### config.mk
export PLATFORM = sky130hd
export DESIGN_NAME = url_percent_decoder
export DESIGN_NICKNAME = d
export VERILOG_FILES = /design/src/hdl/upd_pkg.sv /design/src/hdl/upd_front.sv /design/src/hdl/upd_queue.sv /design/src/hdl/upd_back.sv /design/src/hdl/url_percent_decoder.sv
export VERILOG_INCLUDE_DIRS = /design/src /design/src/hdl
export SDC_FILE = /design/constraint.sdc
export NUM_CORES = 1
export LEC_CHECK = 0
export ABC_AREA = 1
export ABC_CLOCK_PERIOD_IN_PS = 7000
export BUFFER_PORTS_ARGS = -buffer_cell sky130_fd_sc_hd__buf_4
export CORE_MARGIN = 2
export CORE_UTILIZATION = 62
export DETAILED_ROUTE_END_ITERATION = 12
export PLACE_DENSITY = 0.79
export SYNTH_ARGS = -nofsm -noshare
export SYNTH_HDL_FRONTEND = slang
export SYNTH_SLANG_ARGS = --single-unit
export TNS_END_PERCENT = 20
### constraint.sdc
create_clock -name aclk -period 7 [get_ports aclk]
set_clock_uncertainty 0.15 [all_clocks]
set_input_delay 1.4 -clock aclk [delete_from_list [all_inputs] [get_ports aclk]]
set_output_delay 1.4 -clock aclk [all_outputs]
set_load 0.01 [all_outputs]
### src/hdl/assert_macros.svh
// Assertion macros shared by the URL percent decoder modules.
// No dependencies; each file that checks its logic includes this header.
`ifndef ASSERT_MACROS_SVH
`define ASSERT_MACROS_SVH
`ifndef SYNTHESIS
// Property that must hold at every clock edge outside reset.
`define ASSERT_AT(label, clk, rstn, prop) \
    label: assert property (@(posedge clk) disable iff (!(rstn)) (prop)) \
        else $error("assertion failed");
// Condition that must never be true at a clock edge outside reset.
`define ASSERT_NEVER(label, clk, rstn, expr) \
    label: assert property (@(posedge clk) disable iff (!(rstn)) !(expr)) \
        else $error("forbidden condition seen");
`else
`define ASSERT_AT(label, clk, rstn, prop)
`define ASSERT_NEVER(label, clk, rstn, expr)
`endif
`endif

### src/hdl/upd_pkg.sv
// Shared types, constants and hex helpers of the URL percent decoder.
// No dependencies; imported by every module of the block.
`timescale 1ns / 1ps

package upd_pkg;

    localparam logic [7:0] PCT_CHAR = 8'h25;

    // Depth of the request queue between the front and the back.
    localparam int UPD_QDEPTH = 4;
    localparam int UPD_QPTR_W = $clog2(UPD_QDEPTH);
    localparam int UPD_QCNT_W = $clog2(UPD_QDEPTH + 1);

    // One queued request: up to three output bytes, lowest slot first.
    typedef struct packed {
        logic [2:0][7:0] bytes;
        logic [1:0]      cnt;
        logic            last;
    } upd_entry_t;

    typedef struct packed {
        logic full;
        logic empty;
    } upd_qstat_t;

    function automatic logic is_hex(input logic [7:0] b);
        return (b inside {[8'h30:8'h39], [8'h61:8'h66], [8'h41:8'h46]});
    endfunction

    function automatic logic [3:0] hex_val(input logic [7:0] b);
        logic [7:0] v;
        v = 8'h00;
        if (b inside {[8'h30:8'h39]}) begin
            v = b - 8'h30;
        end else if (b inside {[8'h61:8'h66]}) begin
            v = b - 8'h57;
        end else if (b inside {[8'h41:8'h46]}) begin
            v = b - 8'h37;
        end
        return v[3:0];
    endfunction

endpackage

### src/hdl/upd_front.sv
// Front end of the URL percent decoder: tracks the escape state and turns
// each accepted byte into zero to three bytes, queued as one request if any. Uses upd_pkg.
`timescale 1ns / 1ps

module upd_front import upd_pkg::*; (
    input  logic       aclk,
    input  logic       aresetn,
    input  logic       in_valid,
    output logic       in_ready,
    input  logic [7:0] in_byte,
    input  logic       in_last,
    input  upd_qstat_t q_stat,
    output logic       q_wr,
    output upd_entry_t q_wdata
);

    typedef enum logic [1:0] {
        PH_IDLE,
        PH_PCT,
        PH_DIG
    } phase_t;

    phase_t     phase_reg, phase_next;
    logic [7:0] held_reg, held_next;
    upd_entry_t ent;
    logic       accept;

    assign in_ready = !q_stat.full;
    assign accept   = in_valid && in_ready;

    always_comb begin
        logic [1:0] n;
        logic       hex;
        logic       do_plain;
        n          = 2'd0;
        hex        = is_hex(in_byte);
        do_plain   = 1'b0;
        ent        = '0;
        phase_next = PH_IDLE;
        held_next  = held_reg;
        case (phase_reg)
            PH_PCT: begin
                if (hex) begin
                    held_next  = in_byte;
                    phase_next = PH_DIG;
                end else begin
                    ent.bytes[n] = PCT_CHAR;
                    n = n + 2'd1;
                    do_plain = 1'b1;
                end
            end
            PH_DIG: begin
                if (hex) begin
                    ent.bytes[n] = {hex_val(held_reg), hex_val(in_byte)};
                    n = n + 2'd1;
                end else begin
                    ent.bytes[n] = PCT_CHAR;
                    n = n + 2'd1;
                    ent.bytes[n] = held_reg;
                    n = n + 2'd1;
                    do_plain = 1'b1;
                end
            end
            default: begin
                do_plain = 1'b1;
            end
        endcase
        // The byte that broke an escape is handled as a fresh byte.
        if (do_plain) begin
            if (in_byte == PCT_CHAR) begin
                phase_next = PH_PCT;
            end else begin
                ent.bytes[n] = in_byte;
                n = n + 2'd1;
            end
        end
        // End of string flushes whatever escape is still pending.
        if (in_last) begin
            if (phase_next == PH_PCT) begin
                ent.bytes[n] = PCT_CHAR;
                n = n + 2'd1;
            end else if (phase_next == PH_DIG) begin
                ent.bytes[n] = PCT_CHAR;
                n = n + 2'd1;
                ent.bytes[n] = held_next;
                n = n + 2'd1;
            end
            phase_next = PH_IDLE;
            held_next  = 8'h00;
        end
        ent.cnt  = n;
        ent.last = in_last;
    end

    assign q_wr    = accept && (ent.cnt != 2'd0);
    assign q_wdata = ent;

    always_ff @(posedge aclk) begin
        if (!aresetn) begin
            phase_reg <= PH_IDLE;
            held_reg  <= 8'h00;
        end else if (accept) begin
            phase_reg <= phase_next;
            held_reg  <= held_next;
        end
    end

endmodule

### src/hdl/upd_queue.sv
// Small request queue that decouples the decoder front end from the byte
// serializer. Uses upd_pkg for the entry type and depth.
`timescale 1ns / 1ps

`include "assert_macros.svh"

module upd_queue import upd_pkg::*; (
    input  logic       aclk,
    input  logic       aresetn,
    input  logic       wr,
    input  upd_entry_t wdata,
    input  logic       rd,
    output upd_entry_t rdata,
    output upd_qstat_t stat
);

    upd_entry_t            mem [UPD_QDEPTH];
    logic [UPD_QPTR_W-1:0] wr_ptr_reg, wr_ptr_next;
    logic [UPD_QPTR_W-1:0] rd_ptr_reg, rd_ptr_next;
    logic [UPD_QCNT_W-1:0] cnt_reg, cnt_next;

    localparam logic [UPD_QPTR_W-1:0] PTR_TOP = UPD_QPTR_W'(UPD_QDEPTH - 1);
    localparam logic [UPD_QCNT_W-1:0] CNT_FULL = UPD_QCNT_W'(UPD_QDEPTH);

    assign stat.full  = (cnt_reg == CNT_FULL);
    assign stat.empty = (cnt_reg == '0);
    assign rdata      = mem[rd_ptr_reg];

    always_comb begin
        wr_ptr_next = wr_ptr_reg;
        rd_ptr_next = rd_ptr_reg;
        cnt_next    = cnt_reg;
        if (wr) begin
            wr_ptr_next = (wr_ptr_reg == PTR_TOP) ? '0 : wr_ptr_reg + 1'b1;
        end
        if (rd) begin
            rd_ptr_next = (rd_ptr_reg == PTR_TOP) ? '0 : rd_ptr_reg + 1'b1;
        end
        if (wr && !rd) begin
            cnt_next = cnt_reg + 1'b1;
        end else if (rd && !wr) begin
            cnt_next = cnt_reg - 1'b1;
        end
    end

    always_ff @(posedge aclk) begin
        if (!aresetn) begin
            wr_ptr_reg <= '0;
            rd_ptr_reg <= '0;
            cnt_reg    <= '0;
        end else begin
            wr_ptr_reg <= wr_ptr_next;
            rd_ptr_reg <= rd_ptr_next;
            cnt_reg    <= cnt_next;
        end
    end

    always_ff @(posedge aclk) begin
        if (wr) begin
            mem[wr_ptr_reg] <= wdata;
        end
    end

    `ASSERT_NEVER(a_q_overflow, aclk, aresetn, wr && stat.full)
    `ASSERT_NEVER(a_q_underflow, aclk, aresetn, rd && stat.empty)
    `ASSERT_AT(a_q_count, aclk, aresetn, (wr && !rd) |=> (cnt_reg == $past(cnt_reg) + 1'b1))

endmodule

### src/hdl/upd_back.sv
// Back end of the URL percent decoder: walks the bytes of the queue head and
// drives the registered result stream. Uses upd_pkg.
`timescale 1ns / 1ps

`include "assert_macros.svh"

module upd_back import upd_pkg::*; (
    input  logic       aclk,
    input  logic       aresetn,
    input  upd_entry_t q_rdata,
    input  upd_qstat_t q_stat,
    output logic       q_rd,
    output logic       out_valid,
    input  logic       out_ready,
    output logic [7:0] out_byte,
    output logic       out_last
);

    logic [1:0] idx_reg, idx_next;
    logic       valid_reg, valid_next;
    logic [7:0] byte_reg;
    logic       last_reg;
    logic       load;
    logic       final_slot;

    // The output register takes a new byte, if the queue holds one, whenever it is empty or drained.
    assign load       = !valid_reg || out_ready;
    assign final_slot = (idx_reg == q_rdata.cnt - 2'd1);
    assign q_rd       = load && !q_stat.empty && final_slot;

    always_comb begin
        idx_next   = idx_reg;
        valid_next = valid_reg;
        if (load) begin
            valid_next = !q_stat.empty;
            if (!q_stat.empty) begin
                idx_next = final_slot ? 2'd0 : idx_reg + 2'd1;
            end
        end
    end

    always_ff @(posedge aclk) begin
        if (!aresetn) begin
            idx_reg   <= 2'd0;
            valid_reg <= 1'b0;
        end else begin
            idx_reg   <= idx_next;
            valid_reg <= valid_next;
        end
    end

    always_ff @(posedge aclk) begin
        if (load && !q_stat.empty) begin
            byte_reg <= q_rdata.bytes[idx_reg];
            last_reg <= q_rdata.last && final_slot;
        end
    end

    assign out_valid = valid_reg;
    assign out_byte  = byte_reg;
    assign out_last  = last_reg;

    `ASSERT_AT(a_idx_in_range, aclk, aresetn, !q_stat.empty |-> (idx_reg < q_rdata.cnt))
    `ASSERT_AT(a_idx_idle, aclk, aresetn, q_stat.empty |-> (idx_reg == 2'd0))
    `ASSERT_AT(a_out_hold, aclk, aresetn, (out_valid && !out_ready) |=> (out_valid && $stable(out_byte) && $stable(out_last)))

endmodule

### src/hdl/url_percent_decoder.sv
// Top level of the streaming URL percent decoder.
// Depends on upd_pkg, upd_front, upd_queue and upd_back.
//
// Accepts one raw URL byte per cycle unless the request queue is full and
// emits decoded bytes at up to one per cycle. A '%' and two hex digits of
// either case collapse into one byte; broken or truncated escapes come out
// literally, and s_tlast on the final input byte marks the final output byte
// with m_tlast. Each input byte turns into zero to three output bytes, which
// pass through the request queue and then the output register. The output
// register sustains one byte per cycle while m_tready is high, so a flush of
// two or three literal bytes occupies the output longer than a byte that
// yields a single result. A four-entry request queue between the decoder
// and the serializer absorbs such bursts; s_tready drops only while it is full.
`timescale 1ns / 1ps

module url_percent_decoder import upd_pkg::*; (
    input  logic       aclk,
    input  logic       aresetn,
    input  logic       s_tvalid,
    output logic       s_tready,
    input  logic [7:0] s_tdata,   // [7:0] in_byte
    input  logic       s_tlast,   // in_last
    output logic       m_tvalid,
    input  logic       m_tready,
    output logic [7:0] m_tdata,   // [7:0] out_byte
    output logic       m_tlast    // out_last
);

    upd_qstat_t q_stat;
    upd_entry_t q_wdata;
    upd_entry_t q_rdata;
    logic       q_wr;
    logic       q_rd;

    upd_front u_front (
        .aclk     (aclk),
        .aresetn  (aresetn),
        .in_valid (s_tvalid),
        .in_ready (s_tready),
        .in_byte  (s_tdata),
        .in_last  (s_tlast),
        .q_stat   (q_stat),
        .q_wr     (q_wr),
        .q_wdata  (q_wdata)
    );

    upd_queue u_queue (
        .aclk    (aclk),
        .aresetn (aresetn),
        .wr      (q_wr),
        .wdata   (q_wdata),
        .rd      (q_rd),
        .rdata   (q_rdata),
        .stat    (q_stat)
    );

    upd_back u_back (
        .aclk      (aclk),
        .aresetn   (aresetn),
        .q_rdata   (q_rdata),
        .q_stat    (q_stat),
        .q_rd      (q_rd),
        .out_valid (m_tvalid),
        .out_ready (m_tready),
        .out_byte  (m_tdata),
        .out_last  (m_tlast)
    );

endmodule

After elaboration in Yosys (flattened, before gate mapping). Memories as Yosys holds them, arrays and structs flattened. A register that Yosys moved wholly into a read port is not among the register bits. Index checks and enable logic that the tools add are counted.

Flip-flop bits (word level): 29. Bits in writable memories: 108. Bits of input ports: 13. Logic and storage cells: 138. Memories kept: 1.

$add $sub $neg: 15. $lt $le $gt $ge: 19. Equal/unequal tests: 9. Muxes and demuxes: 53. Bitwise logic cells: 4. Reduce and logical (&&, ||, !) cells: 28.

Memory list: u_queue.mem (words 4, width 27, rd ports 1, clocked after Yosys merged registers in 1, wr ports 1, line upd_queue.sv:17) `upd_entry_t mem [UPD_QDEPTH];`.

Operator list (number): $mux 24 (5); $mux 8 (10); $bwmux 24 (2); $demux 8 s2 (3); $ge 8x7->1 const B (4); $le 8x7->1 const B (4); $mux 2 (16); $mux 4 (6); $bmux 8 s2 (1); $ge 8x6->1 const B (2); $le 8x6->1 const B (2); $logic_and 1x1->1 (16); $pmux 8 s2 (1); $sub 4x3->4 const B (4); $and 15x15->15 (1); $not 15->15 (1); $add 2x1->2 const B (6); $lt 2x3->1 const B (4); $or 9x9->9 (1); $eq 2x2->1 const B (4); $eq 8x6->1 const B (1); $sub 4x1->4 const B (2); $ge 2x1->1 const B (3); $mux 3 (2); 17 further kinds (27).

Depth between registers and ports, before layout. Gate-level depths: netlist (run 1).

Word-level depth: 19. Gate-level depth with buffers: 31. Gate-level depth less buffers: 31.

Hierarchy. A second synthesis (run 1) with hierarchy kept.

Cells, all modules: 732. Area total of the unflattened synthesis: 7029.2 um^2.

By module, submodules not included: upd_queue (times used 1, cells an instance 320, area each 4510.6 um^2, sequential area each 3423.3 um^2); upd_front (times used 1, cells an instance 332, area each 1833.0 um^2, sequential area each 200.2 um^2); upd_back (times used 1, cells an instance 80, area each 685.7 um^2, sequential area each 330.3 um^2).

Worst setup path after synthesis (run 1). OpenSTA, ideal clock, no wires.

Path kind: input to register. Start point: input port s_tdata[0]. End point: memory u_queue.mem[0][0] (netlist name), enable pin. Arrival: 4.887 ns. Required time: 6.439 ns. Slack: 1.552 ns. Stages: 22. Cell sequence: inv_1 -> ha_1 -> inv_1 -> nor2_1 -> nand3_1 -> nand3_1 -> nand3_4 -> nor2_1 -> inv_2 -> ha_1 -> nand2_1 -> nand2_1 -> nand2_2 -> ha_1 -> inv_1 -> nor2_1 -> nand2_1 -> nand2_1 -> nand2_2 -> nand4_4 -> nand2_2 -> nor2_1.

Longest elaborated chain between the ends: 17. Elaborated cells on any way between the ends: 34. Those cells by class: 3 x add/sub; 6 x order compare; 3 x eq/ne; 16 x mux; 6 x reduce/logical.

RTL lines: start: declaration (line url_percent_decoder.sv:21) `input logic [7:0] s_tdata,`; $ge 8x6->1 (tied with other cells) (line upd_pkg.sv:27) `return (b inside {[8'h30:8'h39], [8'h61:8'h66], [8'h41:8'h46]});`; $logic_and 1x1->1 (line upd_pkg.sv:27); $reduce_bool 3->1 (line upd_pkg.sv:27); $mux 2 / $mux 1 (equally long branches) (line upd_front.sv:53, upd_front.sv:43); $pmux 2 s2 (line upd_front.sv:41) `case (phase_reg)`; $add 2x1->2 (line upd_front.sv:74) `n = n + 2'd1;`; $mux 2 (line upd_front.sv:70) `if (in_byte == PCT_CHAR) begin`; $mux 2 (line upd_front.sv:69) `if (do_plain) begin`; $add 2x1->2 (line upd_front.sv:81, upd_front.sv:84); $add 2x1->2 (line upd_front.sv:86) `n = n + 2'd1;`; $mux 2 (line upd_front.sv:82) `end else if (phase_next == PH_DIG) begin`; $mux 2 (line upd_front.sv:79) `if (phase_next == PH_PCT) begin`; $mux 2 * (line upd_front.sv:78) `if (in_last) begin`; $reduce_bool 2->1 * (line upd_front.sv:95) `assign q_wr = accept && (ent.cnt != 2'd0);`; $logic_and 1x1->1 * (line upd_front.sv:95); $mux 1 * (line upd_queue.sv:59) `if (wr) begin`; $mux 1 (not written as such) * (line upd_queue.sv:60) `mem[wr_ptr_reg] <= wdata;`; end: declaration (line upd_queue.sv:17).

Every way passes the cells marked *; elsewhere a longest branch is shown, timed or not.

Worst setup path in the final report (run 1).
Start point: input port s_tdata[0]. End point: register u_queue.cnt_reg[2].

Longest elaborated chain between the ends: 18. Elaborated cells on any way between the ends: 37. Those cells by class: 3 x add/sub; 6 x order compare; 3 x eq/ne; 15 x mux; 10 x reduce/logical.

RTL lines: $ge 8x6->1 (tied with other cells) (line upd_pkg.sv:27); $logic_and 1x1->1 (line upd_pkg.sv:27); $reduce_bool 3->1 (line upd_pkg.sv:27); $mux 2 / $mux 1 (equally long branches) (line upd_front.sv:53, upd_front.sv:43); $pmux 2 s2 (line upd_front.sv:41); $add 2x1->2 (line upd_front.sv:74); $mux 2 (line upd_front.sv:70); $mux 2 (line upd_front.sv:69); [3 not listed]; $mux 2 (line upd_front.sv:79); $mux 2 * (line upd_front.sv:78); $reduce_bool 2->1 * (line upd_front.sv:95); $logic_and 1x1->1 * (line upd_front.sv:95); via q_wr (line url_percent_decoder.sv:32) `logic q_wr;`; $logic_not 1->1 (line upd_queue.sv:41) `end else if (rd && !wr) begin`; $logic_and 1x1->1 (line upd_queue.sv:41); $reduce_bool 2->1 (no line); end signal: assignment (line upd_queue.sv:54) `cnt_reg <= cnt_next;`; end: declaration (line upd_queue.sv:20) `logic [UPD_QCNT_W-1:0] cnt_reg, cnt_next;`.

The timed path passes the listed nets; every way through them passes the cells marked *. A chain may end at the register's enable or synchronous reset.

==> results, run 1 <==
- The flow ran to the end, and the final reports show no timing, DRC or antenna violations.
- The via count of the first global-routing pass came to 5019.
- Synthesis produced 683 cells.
- For this run, the top clock speed supported by timing is 192 MHz.
- Of the total power, combinational logic draws 0.232.
- The H-tree generated during clock tree synthesis spans 4 levels.
- The number of buffers inserted by hold repair at cts is 0.
- The number of detailed-route iterations in the first pass is 5.
- The fraction of layout cells with a size suffix above 1 is 0.140.
- The distinct cell type count of the synthesized netlist is 40.
- The initial antenna violation count was 0.
- The share of power burned in registers is 0.437.
- The layout-stage area growth over the synthesis result is 12.8%.
- The delay of the slowest cell on the worst path is 390 ps.
- Port buffering added 23 buffers.
- The worst setup path is of the in -> reg kind.
- The cell at the root of the clock tree is sky130_fd_sc_hd__clkbuf_8.
- The worst hold path belongs to the class reg -> reg.
- The CTS buffer count is 17.
- The number of vias after detailed routing is 5201.
- The number of antenna diodes in the final layout is 0.
- IR analysis of the VDD net gives a maximum drop of 0.231 mV.
- Measured along the x axis, the die boundary spans 109 um.
- The max capacitance violation total is 0.
- After clock tree synthesis, the clock-pin slew on the worst setup and hold paths is 60 ps.
- The design draws 2470 uW.
- The analysis attributes to net switching a power of 752 uW.
- The switching part of the total power is 0.305.
- The area of the die is 11800 sq um.
- The post-detailed-routing wire length is 17400 um.
- Setup repair after global routing left no endpoint under its margin.
- For this block, the initial DRC count from the detailed router was 496.
- Counting flops with an async set or reset pin after synthesis yields a share of 0.
- Using the TritonRoute via totals, the vias-per-cell ratio works out to 6.03.
- The I/O pin count is 24.
- The number of nets in the synthesized netlist is 720.
- The post-synthesis average cell area is 9.97 sq um.
- The highest net fanout along the worst path is 10.
- The final setup TNS is 0 ps.
- The height of the die is 109 um.
- On the critical path, the stage with the largest delay is an instance of sky130_fd_sc_hd__fa_1.
- The required time of the worst setup path is 7270 ps.
- The global-route total usage across every layer is 0.310.
- The CTS tree is built.
- The library cell used most frequently in the layout, excluding fill and tap cells, is sky130_fd_sc_hd__edfxtp_1.
- The final weighted congestion in routability-driven placement is 0.984.
- After floorplanning, the core was divided into 38 placement rows.
- With fillers left out, the area of the finished cells amounts to 7680 sq um.
- The core region is 10800 sq um.
- The HPWL after detailed placement is 11800 um.
- Once detail routing completed, the nets flagged for antenna violations numbered 0.
- The most used flip-flop cell after synthesis is sky130_fd_sc_hd__edfxtp_1.
- Measured against its own limit, the worst slew margin works out to 0.411.
- Setup violations remaining at the end of the flow were counted as 0.
- The post-cts gate resize count is 0.
- The total global routing overflow is 0.
- In this run the post-CTS setup repair buffer count came out at 0.
- The leakage dissipation is 0.00294 uW.
- After detailed placement, the total cell area comes to 7130 sq um.
- The part of the Yosys area used for sequential elements is 0.581.
- Dividing total power by cell area gives a power density of 322 nW/um^2.
- In the final routed layout, each cell accounts on average for 20.2 um.
- Fill cells in the final layout number 804.
- The clock net sink count is 139.
- The portion of the clock cycle consumed by the worst path in the final layout is 0.745.
- The number of slew-limit violations in the final report is 0.
- Internal power comes to 1720 uW.
- The first global-routing pass estimated 26600 um of wire.
- The hold violation count in the final report is 0.
- STA classifies the critical path endpoint as a flop.
- The starting utilization of the core area is 0.631.
- The smallest clock period supported by the final layout is computed as 5220 ps.
- The flip-flop count of the largest register after layout is 108.
- The top cell types in the final layout, fill and taps aside, are sky130_fd_sc_hd__edfxtp_1, sky130_fd_sc_hd__nand2_1, sky130_fd_sc_hd__nor2_1.
- The final layout contains 746 nets.
- The post-detailed-route DRC marker count is 0.
- The clock latency on the worst-skew pair is 530 ps.
- The flip-flop and latch count after synthesis is 139.
- The clock passes through at most 2 buffers.
- The count of flip-flops with a built-in enable after synthesis is 117.
- The synthesized netlist occupies a cell area of 6810 sq um.
- At the pin with the least slew margin, the transition time is 880 ps.
- Data arrives at the worst endpoint at 5490 ps.
- The number of warnings issued by yosys is 0.
- The pin count of the biggest net entering global routing is 56.
- The share of total power in the clock network is 0.331.
- The worst setup path is launched from an input port.
==> cells in the mapped netlist, types with 4 or more instances <==
library cell | number | area (sq um)
sky130_fd_sc_hd__a21oi_1 | 34 | 170
sky130_fd_sc_hd__a22oi_1 | 5 | 37.5
sky130_fd_sc_hd__a32o_1 | 6 | 60.1
sky130_fd_sc_hd__clkbuf_1 | 22 | 82.6
sky130_fd_sc_hd__dfxtp_1 | 22 | 440
sky130_fd_sc_hd__edfxtp_1 | 117 | 3510
sky130_fd_sc_hd__ha_1 | 23 | 288
sky130_fd_sc_hd__inv_1 | 67 | 251
sky130_fd_sc_hd__inv_2 | 12 | 45.0
sky130_fd_sc_hd__nand2_1 | 96 | 360
sky130_fd_sc_hd__nand2_2 | 9 | 56.3
sky130_fd_sc_hd__nand2_4 | 4 | 45.0
sky130_fd_sc_hd__nand3_1 | 21 | 105
sky130_fd_sc_hd__nor2_1 | 85 | 319
sky130_fd_sc_hd__nor2_2 | 4 | 25.0
sky130_fd_sc_hd__nor3_1 | 4 | 20.0
sky130_fd_sc_hd__o211ai_1 | 6 | 45.0
sky130_fd_sc_hd__o21ai_0 | 75 | 375
sky130_fd_sc_hd__o21ai_1 | 5 | 25.0
sky130_fd_sc_hd__o221ai_1 | 13 | 114
sky130_fd_sc_hd__o22ai_1 | 23 | 144
sky130_fd_sc_hd__xor2_1 | 6 | 52.6
==> metal layers <==
layer / global-route usage / vias up / wire (um)
met1: 0.378 / 2454 / 6550
met2: 0.521 / 263 / 8750
met4: 0.146 / 0 / 665
met5: 0 / - / 0
li1: - / 2444 / -
met3: 0.0741 / 40 / 1430
==> final timing paths <==
kind | start | end | slack (ps) | depth (start not counted)
max | s_tdata[0] | u_queue.cnt_reg[2] | 1780 | 30
max reg2reg | u_front.phase_reg[1] | u_queue.cnt_reg[2] | 2920 | 24
min reg2reg | u_queue.rd_ptr_reg[1] | u_queue.rd_ptr_reg[1] | 330 | 2
min | u_queue.rd_ptr_reg[1] | u_queue.rd_ptr_reg[1] | 330 | 2
==> logic make-up (layout without fill, tap and decap cells) <==
logic type / Yosys count / in the layout / share of synthesized area
compound gates: 175 / 175 / 0.152
xor+xnor: 6 / 6 / 0.00772
fa+ha+maj: 24 / 24 / 0.0452
buf+inv: 105 / 144 / 0.0597
flops: 139 / 139 / 0.581
simple gates: 234 / 234 / 0.155
==> through the flow <==
stage	instances	hold slack (ps)	setup slack, ps	util
floorplan	683	289	1550	-
detailed placement	830	325	1300	0.660
CTS	862	332	1840	0.711
global route	862	351	1420	0.711
finish	862	332	1780	0.711
global placement	830	298	1500	0.660
==> worst max-delay path: cells and delay by family <==
kind / cells / cell delay (ps)
AND/OR/NAND/NOR: 14 / 1690
AO/OA/AOI/OAI: 4 / 490
adder cells (fa/ha/maj): 5 / 1200
buffers and inverters: 7 / 680
==> power groups by stage <==
| stage | Sequential, uW | Combinational (uW) | Clock (uW) |
|---|---|---|---|
| floorplan | 1100 | 353 | 0 |
| global placement | 1090 | 538 | 0 |
| detailed placement | 1090 | 565 | 0 |
| CTS | 1080 | 572 | 825 |
| global route | 1090 | 629 | 861 |
| finish | 1080 | 572 | 818 |
==> cell type report <==
type                    instances  area [sq um]  area share
multi-input cells             439          2460       0.320
inverters                      80           300      0.0391
clock buffers                  24           494      0.0644
repair buffers                 32           240      0.0313
clock inverters                 8          55.1     0.00717
flip-flops and latches        139          3950       0.515
well taps                     140           175      0.0228
Note: power is estimated with default switching activity, not from simulation.
==> inputs of run 2 (changes only) <==
Settings changed: ABC_AREA 1 to 0, ABC_CLOCK_PERIOD_IN_PS 7000 to 4210, CORE_UTILIZATION 62 to 56, PLACE_DENSITY 0.79 to 0.75.
Clock period 7 ns to 4.21 ns, I/O delays scaled along.
==> results, run 2 <==
- The peak ir drop on the vdd network is 0.238 mV (was 0.231 mV).
- The final setup TNS is -22.3 ps (was 0 ps).
- The share of power burned in registers is 0.417 (was 0.437).
- The flip-flop count of the largest register after layout is 108 (unchanged).
- The detailed placement HPWL is 10900 um (was 11800 um).
- The starting utilization of the core area came to 0.567 (was 0.631).
- The power consumption is 4270 uW (was 2470 uW).
- The initial antenna violation count is 0 (unchanged).
- The cell type with the highest aggregate area in the netlist is sky130_fd_sc_hd__edfxtp_1 (unchanged).
- The flip-flop and latch count after synthesis is 139 (unchanged).
- The kind of cell adding the most delay to the critical path is compound AO/OA/AOI/OAI gates (was simple AND/OR/NAND/NOR gates).
- The area of the die came to 13000 sq um (was 11800 sq um).
- The pre-CTS worst setup slack is -682 ps (was 1300 ps).
- The number of cells on the critical path is 21 (was 30).
- The highest net fanout along the worst path is 4 (was 10).
- The depth of the CTS H-tree is 4 (unchanged).
- The total net switching power is 1130 uW (was 752 uW).
- The hold violation count in the final report is 0 (unchanged).
- The number of placement rows is 40 (was 38).
- The total standard cell area after synthesis was 6760 sq um (was 6810 sq um).
- The number of slew-limit violations in the final report is 0 (unchanged).
- The post-detailed-route DRC marker count came to 0 (unchanged).
- The worst-margin pin slew was 608 ps (was 880 ps).
- The number of vias after detailed routing was 4494 (was 5201).
- The CTS buffer count is 17 (unchanged).
- The checks that failed: setup timing.
- The die outline width came to 114 um (was 109 um).
- Synth area leaders: sky130_fd_sc_hd__edfxtp_1, sky130_fd_sc_hd__mux4_2, sky130_fd_sc_hd__dfxtp_1 (was sky130_fd_sc_hd__edfxtp_1, sky130_fd_sc_hd__dfxtp_1, sky130_fd_sc_hd__o21ai_0).
- The fraction of layout cells with a size suffix above 1 is 0.318 (was 0.140).
- The share of total power in the clock network came to 0.369 (was 0.331).
- The shortest period the worst path allows is 4230 ps.
- Derived from the worst setup path, the maximum achievable clock frequency is 236 MHz.
- The distinct cell type count of the synthesized netlist is 67 (was 40).
- The clock latency on the worst-skew pair is 420 ps (was 530 ps).
- The max capacitance violation total is 0 (unchanged).
- The leakage dissipation was 0.00300 uW (was 0.00294 uW).
- The switching part of the total power is 0.265 (was 0.305).
- The final net count is 612 (was 746).
- The most common cell after layout, fill and taps aside is sky130_fd_sc_hd__edfxtp_1 (unchanged).
- The wire length of the first global-routing pass is 24600 um (was 26600 um).
- The area share of the leading cell type in the synthesized netlist is 0.520 (was 0.516).
- The total buffers and inverters traversed by the critical path is 3 (was 7).
- The post-synthesis average cell area is 13.7 sq um (was 9.97 sq um).
- The average wire length per cell after detail routing is 21.5 um (was 20.2 um).
- Walking the worst path, the cells encountered are buf_12 -> inv_12 -> ha_4 -> o21ba_4 -> o211ai_4 -> o21ai_4 -> nor2_4 -> a21oi_4 -> ha_4 -> nand2_2 -> o21a_1 -> ha_1 -> o221ai_2 -> o311ai_4 -> a31oi_4 -> ha_4 -> inv_2 -> fa_2 -> xor2_1 -> or3_1 -> a21boi_1.
- The height of the die came to 114 um (was 109 um).
- The cell at the root of the clock tree is sky130_fd_sc_hd__clkbuf_16 (was sky130_fd_sc_hd__clkbuf_8).
- The final core area utilization came to 0.701 (was 0.711).
- The number of port buffers is 23 (unchanged).
- The worst slew slack as a fraction of its limit is 0.594 (was 0.411).
- Of the available clock period, the critical path in the final layout requires 1.01.
- The iteration-0 DRC count of the detailed router is 462 (was 496).
- The depth of the most critical reg-to-reg path is 17 (was 24).
- The count of placed standard cells including taps is 698 (was 830).
- The cell type of the slowest stage on the worst timing path is sky130_fd_sc_hd__fa_2 (was sky130_fd_sc_hd__fa_1).
- The CTS tree is built (unchanged).
- The delay of the slowest cell on the worst path is 320 ps (was 390 ps).
- The total global routing overflow is 0 (unchanged).
- The required time of the worst setup path is 4410 ps (was 7270 ps).
- The worst hold-check path type is reg -> reg (unchanged).
- The relative contribution of combinational cells to total power is 0.214 (was 0.232).
- The part of the Yosys area used for sequential elements is 0.585 (was 0.581).
- The layout-stage area growth over the synthesis result is 23.7% (was 12.8%).
- The final cell count without fillers was 735 (was 862).
- The final count of negative-setup-slack endpoints is 1 (was 0).
- The pin count of the biggest net entering global routing came to 28 (was 56).
- The number of warnings issued by yosys is 0 (unchanged).
- The buffer levels on the longest clock path is 2 (unchanged).
- Setup repair after global routing missed its margin: true (was false).
- The number of antenna cells inserted is 0 (unchanged).
- The class of the most critical setup path was in -> reg (unchanged).
- Commonest cells in the synthesized netlist: sky130_fd_sc_hd__edfxtp_1, sky130_fd_sc_hd__nand2_1, sky130_fd_sc_hd__inv_1 (was sky130_fd_sc_hd__edfxtp_1, sky130_fd_sc_hd__nand2_1, sky130_fd_sc_hd__nor2_1).
- The number of detailed-route iterations in the first pass is 5 (unchanged).
- The most used flip-flop cell after synthesis is sky130_fd_sc_hd__edfxtp_1 (unchanged).
- The synthesized net count is 529 (was 720).
- Most used cells in the layout excluding fill and tap cells: sky130_fd_sc_hd__edfxtp_1, sky130_fd_sc_hd__buf_4, sky130_fd_sc_hd__nand2_1 (was sky130_fd_sc_hd__edfxtp_1, sky130_fd_sc_hd__nand2_1, sky130_fd_sc_hd__nor2_1).
- The cell depth of the worst hold path was 2 (unchanged).
- The number of buffers inserted by hold repair at cts is 0 (unchanged).
- The gate count of the mapped netlist is 492 (was 683).
- The I/O pin count is 24 (unchanged).
- The global-route total usage across every layer is 0.260 (was 0.310).
- The clock net sink count is 139 (unchanged).
- The power density over the cells is 511 nW/um^2 (was 322 nW/um^2).
- The most common cell in the synthesized netlist was sky130_fd_sc_hd__edfxtp_1 (unchanged).
- The post-detailed-routing wire length is 15800 um (was 17400 um).
- The via count of the first global-routing pass was 4484 (was 5019).
- Status: complete, but fails checks (was complete, no violations).
- The proportion of register bits with asynchronous set or reset after synthesis was 0 (unchanged).
- The count of nets left with antenna violations after detail routing is 0 (unchanged).
- The clock-pin transition on the worst setup and hold timing paths was 60 ps (about the same).
- The slack of the critical path is -22.3 ps (was 1780 ps).
- The placeable core region was 11900 sq um (was 10800 sq um).
- The type of element launching the critical path is an input port (unchanged).
- The count of flip-flops with a built-in enable after synthesis came to 117 (unchanged).
- The final weighted congestion in routability-driven placement is 0.956 (was 0.984).
- The via count normalized by instance count is 6.11 (was 6.03).
- The arrival time of data at the critical path endpoint came to 4430 ps (was 5490 ps).
- Counting stages on the worst path, the most repeated cell is sky130_fd_sc_hd__ha_4.
- The cell internal power dissipation is 3140 uW (was 1720 uW).
- The endpoint type of the worst setup path is a flop (unchanged).
==> run 2: cell types whose count changed after synthesis, moves of 12 or more <==
cell	previous run	this run
sky130_fd_sc_hd__a21oi_1	34	16
sky130_fd_sc_hd__nor2_1	85	22
sky130_fd_sc_hd__nor2b_1	0	13
sky130_fd_sc_hd__o21ai_0	75	16
sky130_fd_sc_hd__mux2i_1	0	15
sky130_fd_sc_hd__inv_2	12	0
sky130_fd_sc_hd__nand3_1	21	7
sky130_fd_sc_hd__o221ai_1	13	1
sky130_fd_sc_hd__mux4_2	0	27
sky130_fd_sc_hd__nand2_1	96	35
sky130_fd_sc_hd__inv_1	67	28
==> run 2: final timing paths <==
check | startpoint | endpoint | slack, ps
hold / removal | u_queue.rd_ptr_reg[0] | flop | 350
setup / recovery | s_tdata[1] | u_queue.cnt_reg[2] | -20
hold reg to reg | u_queue.rd_ptr_reg[0] | flop | 350
setup reg to reg | u_front.phase_reg[0] | u_queue.cnt_reg[2] | 400
==> run 2: kinds of logic (layout without fill, tap and decap cells) <==
logic type               Yosys count  in the layout  synth area share
AO/OA/AOI/OAI                    106            106             0.118
XOR/XNOR                           8              8            0.0115
adder cells (fa/ha/maj)           24             24            0.0456
buffers and inverters             52            148            0.0317
flip-flops                       139            139             0.585
multiplexers                      42             42             0.112
AND/OR/NAND/NOR                  121            121            0.0959
==> run 2: area by class of cell <==
class                           count  area (sq um)
Sequential cell                   139          3960
Multi-Input combinational cell    301          2720
Tap cell                          147           184
Clock inverter                     15           214
Inverter                           28           125
Timing Repair Buffer               88           731
Fill cell                         787          3560
Clock buffer                       17           425
==> run 2: per-stage QoR <==
stage | hold slack (ps) | instance area [sq um]
floorplan | 310 | 6880
global placement | 311 | 7620
detailed placement | 336 | 7620
CTS | 349 | 8300
global route | 363 | 8360
finish | 349 | 8360
==> run 2: routing by layer <==
layer,part of all wire,vias up,track usage
li1,-,2059,-
met5,0,-,0
met3,0.059,29,0.0526
met2,0.50,180,0.424
met4,0.023,0,0.110
met1,0.42,2226,0.344
==> run 2: timing repair <==
item                                    in CTS  in global routing
endpoints found under the hold margin        0                  0
pin swaps                                   16                  7
endpoints found under the setup margin       2                  2
setup buffers                                2                  3
gates resized for setup                      7                  6
==> run 2: tightest hold or removal path: stages (launching register included) <==
cell,delay [ps]
sky130_fd_sc_hd__dfxtp_1,320
sky130_fd_sc_hd__nand2_1,60
sky130_fd_sc_hd__a21boi_1,70
==> run 2: power groups by stage <==
stage	Clock (uW)	Combinational [uW]	Sequential, uW
after detailed placement	0	901	1800
after global placement	0	882	1790
final	1580	914	1780
after floorplan	0	569	1810
after CTS	1600	915	1780
after global routing	1650	994	1800
